**config.mk**
```make
export PLATFORM = sky130hd
export DESIGN_NAME = yuv420_quad_to_rgba
export DESIGN_NICKNAME = d
export VERILOG_FILES = /design/src/rtl/yuvq_pkg.sv /design/src/rtl/yuvq_chroma.sv /design/src/rtl/yuvq_lane.sv /design/src/rtl/yuvq_merge.sv /design/src/rtl/yuv420_quad_to_rgba.sv
export SDC_FILE = /design/constraint.sdc
export NUM_CORES = 1
export LEC_CHECK = 0
export ABC_CLOCK_PERIOD_IN_PS = 7400
export BUFFER_PORTS_ARGS = -buffer_cell sky130_fd_sc_hd__buf_2
export CORE_ASPECT_RATIO = 2
export CORE_UTILIZATION = 40
export CTS_BUF_LIST = sky130_fd_sc_hd__clkbuf_8
export DETAILED_ROUTE_END_ITERATION = 10
export GPL_TIMING_DRIVEN = 0
export PLACE_DENSITY = 0.67
export SYNTH_ARGS = -nofsm -noshare
export SYNTH_HDL_FRONTEND = slang
export SYNTH_SLANG_ARGS = --single-unit
```
**constraint.sdc**
```tcl
create_clock -name clk -period 7.4 [get_ports clk]
set_clock_uncertainty 0.05 [all_clocks]
set_input_delay 1.11 -clock clk [delete_from_list [all_inputs] [get_ports clk]]
set_output_delay 1.11 -clock clk [all_outputs]
set_load 0.01 [all_outputs]
```
**src/rtl/yuvq_pkg.sv**
```systemverilog
// Shared types and constants for the YUV 4:2:0 quad to packed pixel converter.
// No dependencies; used by every module of the block but the checker.
package yuvq_pkg;

	localparam int LANES     = 4;
	localparam int SAMPLE_W  = 8;
	localparam int PIXEL_W   = 32;
	localparam int TERM_W    = 18;
	localparam int ACC_W     = 19;
	localparam int APROD_W   = 25;
	localparam int RECIP_W   = 17;
	localparam int ADDR_W    = 3;
	localparam int DATA_W    = 32;

	// BT.601 integer matrix
	localparam logic signed [TERM_W-1:0] COEF_Y  = 18'sd298;
	localparam logic signed [TERM_W-1:0] COEF_RV = 18'sd409;
	localparam logic signed [TERM_W-1:0] COEF_GU = 18'sd100;
	localparam logic signed [TERM_W-1:0] COEF_GV = 18'sd208;
	localparam logic signed [TERM_W-1:0] COEF_BU = 18'sd516;
	localparam logic signed [TERM_W-1:0] ROUND_HALF = 18'sd128;
	localparam logic signed [TERM_W-1:0] LUMA_OFS   = 18'sd16;
	localparam logic signed [TERM_W-1:0] CHROMA_OFS = 18'sd128;

	// Alpha scale: 1/0.858823 in 1.16 fixed point
	localparam logic [RECIP_W-1:0]  ALPHA_RECIP = 17'd76309;
	localparam logic [SAMPLE_W-1:0] ALPHA_OFS   = 8'd16;
	localparam logic [SAMPLE_W-1:0] BYTE_MAX    = 8'hFF;

	// Register indexes (byte address bit 2)
	localparam logic REG_PASS_YUV_MODE = 1'b0;
	localparam logic REG_ALPHA_ENABLE  = 1'b1;

	typedef logic [SAMPLE_W-1:0] sample_t;
	typedef logic [PIXEL_W-1:0]  pixel_t;

	typedef struct packed {
		logic pass_yuv_mode;
		logic alpha_enable;
	} ctl_t;

	typedef struct packed {
		logic signed [TERM_W-1:0] r_term;
		logic signed [TERM_W-1:0] g_term;
		logic signed [TERM_W-1:0] b_term;
		sample_t                  cb;
		sample_t                  cr;
	} chroma_t;

endpackage

```
**src/rtl/yuvq_chroma.sv**
```systemverilog
// Shared chroma terms of one quad: products of Cb and Cr with the matrix
// coefficients, rounding folded in, registered into stage 2. Uses yuvq_pkg.
module yuvq_chroma (
	input  logic              clk,
	input  logic              load_s2,
	input  yuvq_pkg::sample_t cb_s1,
	input  yuvq_pkg::sample_t cr_s1,
	output yuvq_pkg::chroma_t chroma_s2
);

	logic signed [yuvq_pkg::TERM_W-1:0] d_val;
	logic signed [yuvq_pkg::TERM_W-1:0] e_val;
	yuvq_pkg::chroma_t                  chroma_d;

	always_comb begin
		d_val = $signed({{(yuvq_pkg::TERM_W-yuvq_pkg::SAMPLE_W){1'b0}}, cb_s1})
			- yuvq_pkg::CHROMA_OFS;
		e_val = $signed({{(yuvq_pkg::TERM_W-yuvq_pkg::SAMPLE_W){1'b0}}, cr_s1})
			- yuvq_pkg::CHROMA_OFS;
		chroma_d.r_term = e_val * yuvq_pkg::COEF_RV + yuvq_pkg::ROUND_HALF;
		chroma_d.g_term = yuvq_pkg::ROUND_HALF - d_val * yuvq_pkg::COEF_GU
			- e_val * yuvq_pkg::COEF_GV;
		chroma_d.b_term = d_val * yuvq_pkg::COEF_BU + yuvq_pkg::ROUND_HALF;
		chroma_d.cb     = cb_s1;
		chroma_d.cr     = cr_s1;
	end

	always_ff @(posedge clk) begin
		if (load_s2) begin
			chroma_s2 <= chroma_d;
		end
	end

endmodule

```
**src/rtl/yuvq_lane.sv**
```systemverilog
// One pixel lane: luma and alpha products in stage 2, then sum, clamp and
// pack into a 32-bit word. Uses yuvq_pkg; fed by yuvq_chroma.
module yuvq_lane (
	input  logic              clk,
	input  logic              load_s2,
	input  yuvq_pkg::sample_t luma_s1,
	input  yuvq_pkg::sample_t alpha_s1,
	input  yuvq_pkg::chroma_t chroma_s2,
	input  yuvq_pkg::ctl_t    ctl_s2,
	output yuvq_pkg::pixel_t  pixel
);

	logic signed [yuvq_pkg::TERM_W-1:0]  luma_c;
	logic signed [yuvq_pkg::TERM_W-1:0]  luma_term_s2;
	logic [yuvq_pkg::APROD_W-1:0]        alpha_prod;
	logic [yuvq_pkg::APROD_W-1:0]        alpha_prod_s2;
	yuvq_pkg::sample_t                   luma_s2;
	yuvq_pkg::sample_t                   red;
	yuvq_pkg::sample_t                   green;
	yuvq_pkg::sample_t                   blue;
	yuvq_pkg::sample_t                   alpha;
	logic [yuvq_pkg::APROD_W-17:0]       alpha_int;
	yuvq_pkg::pixel_t                    base_word;

	// Round already folded into the chroma term; floor, then clamp to a byte.
	function automatic yuvq_pkg::sample_t clamp_channel(
		input logic signed [yuvq_pkg::TERM_W-1:0] y_term,
		input logic signed [yuvq_pkg::TERM_W-1:0] c_term
	);
		logic signed [yuvq_pkg::ACC_W-1:0] acc;
		yuvq_pkg::sample_t                 res;
		acc = yuvq_pkg::ACC_W'(y_term) + yuvq_pkg::ACC_W'(c_term);
		if (acc[yuvq_pkg::ACC_W-1]) begin
			res = '0;
		end else if (|acc[yuvq_pkg::ACC_W-2:16]) begin
			res = yuvq_pkg::BYTE_MAX;
		end else begin
			res = acc[15:8];
		end
		return res;
	endfunction

	always_comb begin
		luma_c = $signed({{(yuvq_pkg::TERM_W-yuvq_pkg::SAMPLE_W){1'b0}}, luma_s1})
			- yuvq_pkg::LUMA_OFS;
		if (alpha_s1 < yuvq_pkg::ALPHA_OFS) begin
			alpha_prod = '0;
		end else begin
			alpha_prod = yuvq_pkg::APROD_W'(alpha_s1 - yuvq_pkg::ALPHA_OFS)
				* yuvq_pkg::APROD_W'(yuvq_pkg::ALPHA_RECIP);
		end
	end

	always_ff @(posedge clk) begin
		if (load_s2) begin
			luma_term_s2  <= luma_c * yuvq_pkg::COEF_Y;
			alpha_prod_s2 <= alpha_prod;
			luma_s2       <= luma_s1;
		end
	end

	always_comb begin
		red   = clamp_channel(luma_term_s2, chroma_s2.r_term);
		green = clamp_channel(luma_term_s2, chroma_s2.g_term);
		blue  = clamp_channel(luma_term_s2, chroma_s2.b_term);
		alpha_int = alpha_prod_s2[yuvq_pkg::APROD_W-1:16];
		alpha = (|alpha_int[yuvq_pkg::APROD_W-17:8]) ? yuvq_pkg::BYTE_MAX
			: alpha_int[7:0];
		if (ctl_s2.pass_yuv_mode) begin
			base_word = {yuvq_pkg::BYTE_MAX, luma_s2, chroma_s2.cb, chroma_s2.cr};
		end else begin
			base_word = {yuvq_pkg::BYTE_MAX, red, green, blue};
		end
		if (ctl_s2.alpha_enable) begin
			pixel = {alpha, base_word[23:0]};
		end else begin
			pixel = base_word;
		end
	end

endmodule

```
**src/rtl/yuvq_merge.sv**
```systemverilog
// Output stage: gathers the four lane words of a quad into one result
// register with its own valid/ready handshake. Uses yuvq_pkg.
module yuvq_merge (
	input  logic             clk,
	input  logic             arst_n,
	input  logic             lane_valid,
	output logic             lane_ready,
	input  yuvq_pkg::pixel_t lane_pixel [yuvq_pkg::LANES],
	output logic             out_valid,
	input  logic             out_ready,
	output yuvq_pkg::pixel_t out_pixel [yuvq_pkg::LANES]
);

	logic valid_s3;

	assign lane_ready = !valid_s3 || out_ready;
	assign out_valid  = valid_s3;

	always_ff @(posedge clk or negedge arst_n) begin
		if (!arst_n) begin
			valid_s3 <= 1'b0;
		end else if (lane_ready) begin
			valid_s3 <= lane_valid;
		end
	end

	always_ff @(posedge clk) begin
		if (lane_ready && lane_valid) begin
			out_pixel <= lane_pixel;
		end
	end

endmodule

```
**src/rtl/yuv420_quad_to_rgba.sv**
```systemverilog
// YUV 4:2:0 quad to packed 32-bit pixels. One quad (four luma, shared Cb/Cr,
// four alpha-plane luma) is taken per clock unless stalled and becomes four
// packed words through the input register, the product register of each lane
// and the result register. Each stage stalls on its own, so a quad is taken
// while a finished result waits if an earlier stage is empty. Mode and alpha
// enable are set over the APB port (0x0, 0x4) and should change only when idle.
module yuv420_quad_to_rgba (
	input  logic                            clk,
	input  logic                            arst_n,
	input  logic                            psel,
	input  logic                            penable,
	input  logic                            pwrite,
	input  logic [yuvq_pkg::ADDR_W-1:0]     paddr,
	input  logic [yuvq_pkg::DATA_W-1:0]     pwdata,
	output logic [yuvq_pkg::DATA_W-1:0]     prdata,
	output logic                            pready,
	input  logic                            quad_valid,
	output logic                            quad_ready,
	input  logic [7:0]                      luma_top_left,
	input  logic [7:0]                      luma_top_right,
	input  logic [7:0]                      luma_bottom_left,
	input  logic [7:0]                      luma_bottom_right,
	input  logic [7:0]                      chroma_blue,
	input  logic [7:0]                      chroma_red,
	input  logic [7:0]                      alpha_top_left,
	input  logic [7:0]                      alpha_top_right,
	input  logic [7:0]                      alpha_bottom_left,
	input  logic [7:0]                      alpha_bottom_right,
	output logic                            pixel_valid,
	input  logic                            pixel_ready,
	output logic [31:0]                     pixel_top_left,
	output logic [31:0]                     pixel_top_right,
	output logic [31:0]                     pixel_bottom_left,
	output logic [31:0]                     pixel_bottom_right
);

	yuvq_pkg::ctl_t    ctl_q;
	yuvq_pkg::ctl_t    ctl_s1;
	yuvq_pkg::ctl_t    ctl_s2;
	logic              valid_s1;
	logic              valid_s2;
	logic              ready_s1;
	logic              ready_s2;
	logic              merge_ready;
	logic              load_s1;
	logic              load_s2;
	logic              cfg_write;
	yuvq_pkg::sample_t luma_in  [yuvq_pkg::LANES];
	yuvq_pkg::sample_t alpha_in [yuvq_pkg::LANES];
	yuvq_pkg::sample_t luma_s1  [yuvq_pkg::LANES];
	yuvq_pkg::sample_t alpha_s1 [yuvq_pkg::LANES];
	yuvq_pkg::sample_t cb_s1;
	yuvq_pkg::sample_t cr_s1;
	yuvq_pkg::chroma_t chroma_s2;
	yuvq_pkg::pixel_t  lane_pixel [yuvq_pkg::LANES];
	yuvq_pkg::pixel_t  out_pixel  [yuvq_pkg::LANES];

	// Configuration registers
	assign pready    = 1'b1;
	assign cfg_write = psel && penable && pwrite && pready;

	always_ff @(posedge clk or negedge arst_n) begin
		if (!arst_n) begin
			ctl_q.pass_yuv_mode <= 1'b1;
			ctl_q.alpha_enable  <= 1'b0;
		end else if (cfg_write) begin
			case (paddr[2])
				yuvq_pkg::REG_PASS_YUV_MODE: ctl_q.pass_yuv_mode <= pwdata[0];
				yuvq_pkg::REG_ALPHA_ENABLE:  ctl_q.alpha_enable  <= pwdata[0];
				default: ;
			endcase
		end
	end

	always_comb begin
		case (paddr[2])
			yuvq_pkg::REG_PASS_YUV_MODE:
				prdata = {{(yuvq_pkg::DATA_W-1){1'b0}}, ctl_q.pass_yuv_mode};
			yuvq_pkg::REG_ALPHA_ENABLE:
				prdata = {{(yuvq_pkg::DATA_W-1){1'b0}}, ctl_q.alpha_enable};
			default:
				prdata = '0;
		endcase
	end

	// Pipeline control: each stage advances when the next one can take it
	assign ready_s2   = !valid_s2 || merge_ready;
	assign ready_s1   = !valid_s1 || ready_s2;
	assign quad_ready = ready_s1;
	assign load_s1    = quad_valid && ready_s1;
	assign load_s2    = valid_s1 && ready_s2;

	always_ff @(posedge clk or negedge arst_n) begin
		if (!arst_n) begin
			valid_s1 <= 1'b0;
			valid_s2 <= 1'b0;
		end else begin
			if (ready_s1) begin
				valid_s1 <= quad_valid;
			end
			if (ready_s2) begin
				valid_s2 <= valid_s1;
			end
		end
	end

	assign luma_in[0]  = luma_top_left;
	assign luma_in[1]  = luma_top_right;
	assign luma_in[2]  = luma_bottom_left;
	assign luma_in[3]  = luma_bottom_right;
	assign alpha_in[0] = alpha_top_left;
	assign alpha_in[1] = alpha_top_right;
	assign alpha_in[2] = alpha_bottom_left;
	assign alpha_in[3] = alpha_bottom_right;

	always_ff @(posedge clk) begin
		if (load_s1) begin
			luma_s1  <= luma_in;
			alpha_s1 <= alpha_in;
			cb_s1    <= chroma_blue;
			cr_s1    <= chroma_red;
			ctl_s1   <= ctl_q;
		end
		if (load_s2) begin
			ctl_s2 <= ctl_s1;
		end
	end

	yuvq_chroma u_chroma (
		.clk       (clk),
		.load_s2   (load_s2),
		.cb_s1     (cb_s1),
		.cr_s1     (cr_s1),
		.chroma_s2 (chroma_s2)
	);

	for (genvar i = 0; i < yuvq_pkg::LANES; i++) begin : g_lane
		yuvq_lane u_lane (
			.clk       (clk),
			.load_s2   (load_s2),
			.luma_s1   (luma_s1[i]),
			.alpha_s1  (alpha_s1[i]),
			.chroma_s2 (chroma_s2),
			.ctl_s2    (ctl_s2),
			.pixel     (lane_pixel[i])
		);
	end

	yuvq_merge u_merge (
		.clk        (clk),
		.arst_n     (arst_n),
		.lane_valid (valid_s2),
		.lane_ready (merge_ready),
		.lane_pixel (lane_pixel),
		.out_valid  (pixel_valid),
		.out_ready  (pixel_ready),
		.out_pixel  (out_pixel)
	);

	assign pixel_top_left     = out_pixel[0];
	assign pixel_top_right    = out_pixel[1];
	assign pixel_bottom_left  = out_pixel[2];
	assign pixel_bottom_right = out_pixel[3];

endmodule

```
==> run_results.csv <==
group,metric,value,unit
global_route,grt_pass1_vias,29100,
placement,placed_cell_area,41300,um^2
power,pwr-share-clk,0.141,
detailed_routing,drt-initial-drc-count,1142,
power,vdd_drop_max,0.263,mV
critical_path,startpoint_type,"register",
cts,cts_resized,0,
cts,path_clk_slew,0.07,ns
critical_path,worst_path_max_delay_cell,"a2111oi_0",
critical_path,worstPathRequired,7.82,ns
floorplan,start_util,0.404,
sta,setup_viol,0,
detailed_routing,ant_nets,0,
critical_path,critPathKind,"register to register",
critical_path,reg2reg_from,"alpha_s1[28]$_DFFE_PP_",
global_route,use_met1,0.190,
detailed_routing,vias_per_cell,5.29,
global_route,gr-total-overflow,0,
finish,fillCellCount,8999,
sta,slew_headroom,0.184,
yosys,synth-async-reset-ratio,0.0124,
yosys,netlist-cell-type-count,87,
floorplan,die_h,440,um
finish,layout.cells.non_filler,5192,
outcome,status,"complete, no violations",
critical_path,critPathMaxStageDelay,0.85,ns
global_route,grt_max_degree,70,
yosys,seq_area_frac_synth,0.314,
critical_path,critPathMaxFanout,11,
power,power_density,381,nW/um^2
global_route,antenna_found_initial,3,
finish,nets,5043,
cts,h-tree-depth,2,
critical_path,cp-startpoint,"alpha_s1[28]$_DFFE_PP_",
sta,holdWs,0.135,ns
sta,fmax,148,MHz
yosys,ys_warn_count,0,
hold_path,hold_class,"primary input to asynchronous set/reset pin",
power,leakage,20.6,nW
global_route,met2_usage,0.412,
global_route,grt_busiest_layer,"met2",
detailed_routing,routed_wl,100000,um
cts,postCtsSetupBuffers,0,
yosys,synth_edf_count,397,
global_route,grt_usage,0.210,
cts,hold_buffers,0,
flow_run,max_cap_viol_count,0,
placement,routabilityCongestion,0.984,
global_route,grt_util_met3,0.0345,
power,comb_power_share,0.602,
floorplan,die-area,97300,um^2
finish,final_core_util,0.450,
sta,period_needed,6.74,ns
finish,design_area,42800,um^2
yosys,synth_cells,3605,
placement,place_hpwl,83500,um
cts,cts_tree,"done",
power,p_int,0.00902,W
cts,cts.sinks,402,
critical_path,cp_data_arrival_time,7.16,ns
sta,hold_viol,0,
placement,numPortBuffers,219,
cts,numCtsBuffers,61,
critical_path,path_cells,"inv_1 -> ha_1 -> nand2_1 -> inv_1 -> ha_1 -> ha_1 -> inv_1 -> fa_1 -> inv_1 -> fa_1 -> inv_1 -> fa_1 -> inv_1 -> ha_1 -> ha_1 -> nand3_1 -> a211oi_1 -> a2111oi_0 -> nor2_1 -> a21oi_1 -> xor2_1 -> nor2_1",
cts,cts_root_buf,"clkbuf_8",
critical_path,crit_top_cell,"inv_1",
sta,finalSetupTns,0,ns
yosys,ys_ff_latch,402,
yosys,avgSynthCellArea,10.7,um^2
floorplan,core-area,95100,um^2
global_route,grt_pass1_wl,156000,um
power,p_seq_frac,0.257,
floorplan,num_rows,160,
floorplan,die_w,221,um
critical_path,cp-end-kind,"register",
detailed_routing,drcViolationCount,0,
detailed_routing,vias,27500,
sta,worst_slew_pin_slew,1.22,ns
power,switching_share,0.447,
finish,area_growth_syn_to_layout,11.5,%
sta,rsz0062_at_grt,"no",
detailed_routing,routedWlPerCell,19.3,um
yosys,synth_flop_cell,"edfxtp_1",
cts,clk_latency,0.73,ns
finish,final_layout_size_suffix_gt1_frac,0.104,
sta,post-route-period-util,0.910,
sta,maxSlewViolCount,0,
placement,placed_cells,5076,
detailed_routing,dr.pass1.iters,5,
yosys,netlist_area,38400,um^2
floorplan,pin_count,285,
cts,cts_max_path_buffers,3,
power,p_switching,0.00729,W
==> synth_stat cells (30+ instances only) <==
master      n  share of area
o21ai_1    36         0.0047
o21a_1     30         0.0059
a21oi_1   150          0.020
buf_4      32         0.0063
ha_1      792           0.26
fa_1      205           0.11
nor2b_1    39         0.0064
nand2_1   142          0.014
inv_1     592          0.058
nor3_1     77          0.010
nand2b_1   55         0.0090
o21ai_0   100          0.013
a21o_1     84          0.016
edfxtp_1  397           0.31
nor2_1    204          0.020
xor2_1     84          0.019
nand3_1    49         0.0064
xnor2_1   152          0.035
==> area by class of cell <==
| class | instances | area, um^2 | share of cell area |
|---|---|---|---|
| repair buffers | 226 | 1240 | 0.0290 |
| diodes | 1 | 2.50 | 0.0000584 |
| well taps | 1215 | 1520 | 0.0355 |
| multi-input cells | 2596 | 24000 | 0.560 |
| flip-flops and latches | 402 | 12000 | 0.281 |
| inverters | 593 | 2230 | 0.0520 |
| clock buffers | 67 | 922 | 0.0215 |
| plain buffers | 44 | 300 | 0.00701 |
| clock inverters | 48 | 582 | 0.0136 |
==> cells by family after synthesis <==
group | synth area share
flops | 0.314
other cells | 0.000196
compound gates | 0.109
fa+ha+maj | 0.365
mux | 0.00521
xor+xnor | 0.0538
buf+inv | 0.0658
simple gates | 0.0876
==> flip-flops by register name, summed over array words and instances, names as in the netlist <==
signal and cells:
u_merge.out_pixel 128, g_lane.u_lane.luma_term_s2 60, u_chroma.chroma_s2 57, g_lane.u_lane.alpha_prod_s2 36, alpha_s1 32, g_lane.u_lane.luma_s2 32
luma_s1 32, cb_s1 8, cr_s1 8, ctl_q 2, ctl_s1 2, ctl_s2 2
u_merge.out_valid 1, valid_s1 1, valid_s2 1
==> placed cells by master, fill, tap and decap left out, types with 10 or more instances in the layout <==
master     instances
clkbuf_1          10
o21ai_1           36
o31ai_1           14
nand2b_1          55
ha_1             792
o21bai_1          23
mux2i_1           11
nor2b_1           39
o21ai_0          100
nand4_1           25
buf_4             33
edfxtp_1         397
o2111ai_1         12
a21o_1            84
nand2_1          142
nand3_1           49
a21oi_1          150
a211oi_1          24
bufinv_16         13
conb_1            32
a221o_1           11
inv_1            603
xor2_1            84
a21boi_0          14
nor3_1            77
or3_1             20
nor2_1           204
a31oi_1           22
buf_2            219
fa_1             205
and3_1            13
clkbuf_8          67
and2_1            19
o21a_1            30
xnor2_1          152
==> metal layers <==
layer / vias up / routed length [um]
met5: - / 9
met4: 2 / 8750
met3: 345 / 4530
met2: 791 / 53600
met1: 13100 / 33400
li1: 13200 / -
==> metrics by stage <==
stage / total power, W / worst slack, ns
6_report: 0.0163 / 0.664
5_1_grt: 0.0178 / 0.164
4_1_cts: 0.0164 / 0.524
3_5_place_dp: 0.0140 / 0.530
3_3_place_gp: 0.0138 / -0.861
2_1_floorplan: 0.0113 / 1.31
==> final timing paths <==
| check | endpoint | slack (ns) | cells past startpoint |
|---|---|---|---|
| max | g_lane[0].u_lane.alpha_prod_s2[23]$_SDFFCE_PN0P_ | 0.66 | 22 |
| min | ctl_q[0]$_DFFE_PN0P_ | 0.13 | 1 |
| max reg2reg | g_lane[0].u_lane.alpha_prod_s2[23]$_SDFFCE_PN0P_ | 0.66 | 22 |
| min reg2reg | ctl_s2[0]$_DFFE_PP_ | 0.38 | 0 |
| max in group asynchronous | ctl_q[1]$_DFFE_PN1P_ | 6.95 | 1 |
| min in group clk | ctl_s2[0]$_DFFE_PP_ | 0.38 | 0 |
==> power groups by stage <==
| stage | Sequential, W | Clock (W) | Combinational, W |
|---|---|---|---|
| 2_1_floorplan | 0.00391 | 0 | 0.00735 |
| 3_3_place_gp | 0.00427 | 0 | 0.00958 |
| 3_5_place_dp | 0.00423 | 0 | 0.00978 |
| 4_1_cts | 0.00419 | 0.00237 | 0.00987 |
| 5_1_grt | 0.00421 | 0.00243 | 0.0111 |
| 6_report | 0.00419 | 0.00229 | 0.00983 |
==> worst max-delay path: cells and delay by family, from the launching register on <==
kind	cells	cell delay [ns]
AOI/OAI and AO/OA	3	1.14
DFF	1	0.43
adders and majority gates	8	3.06
xor gates and xnor gates	1	0.16
buffers and inverters	6	0.99
and+or+nand+nor	4	0.63
(Power assumes the default switching activity.)
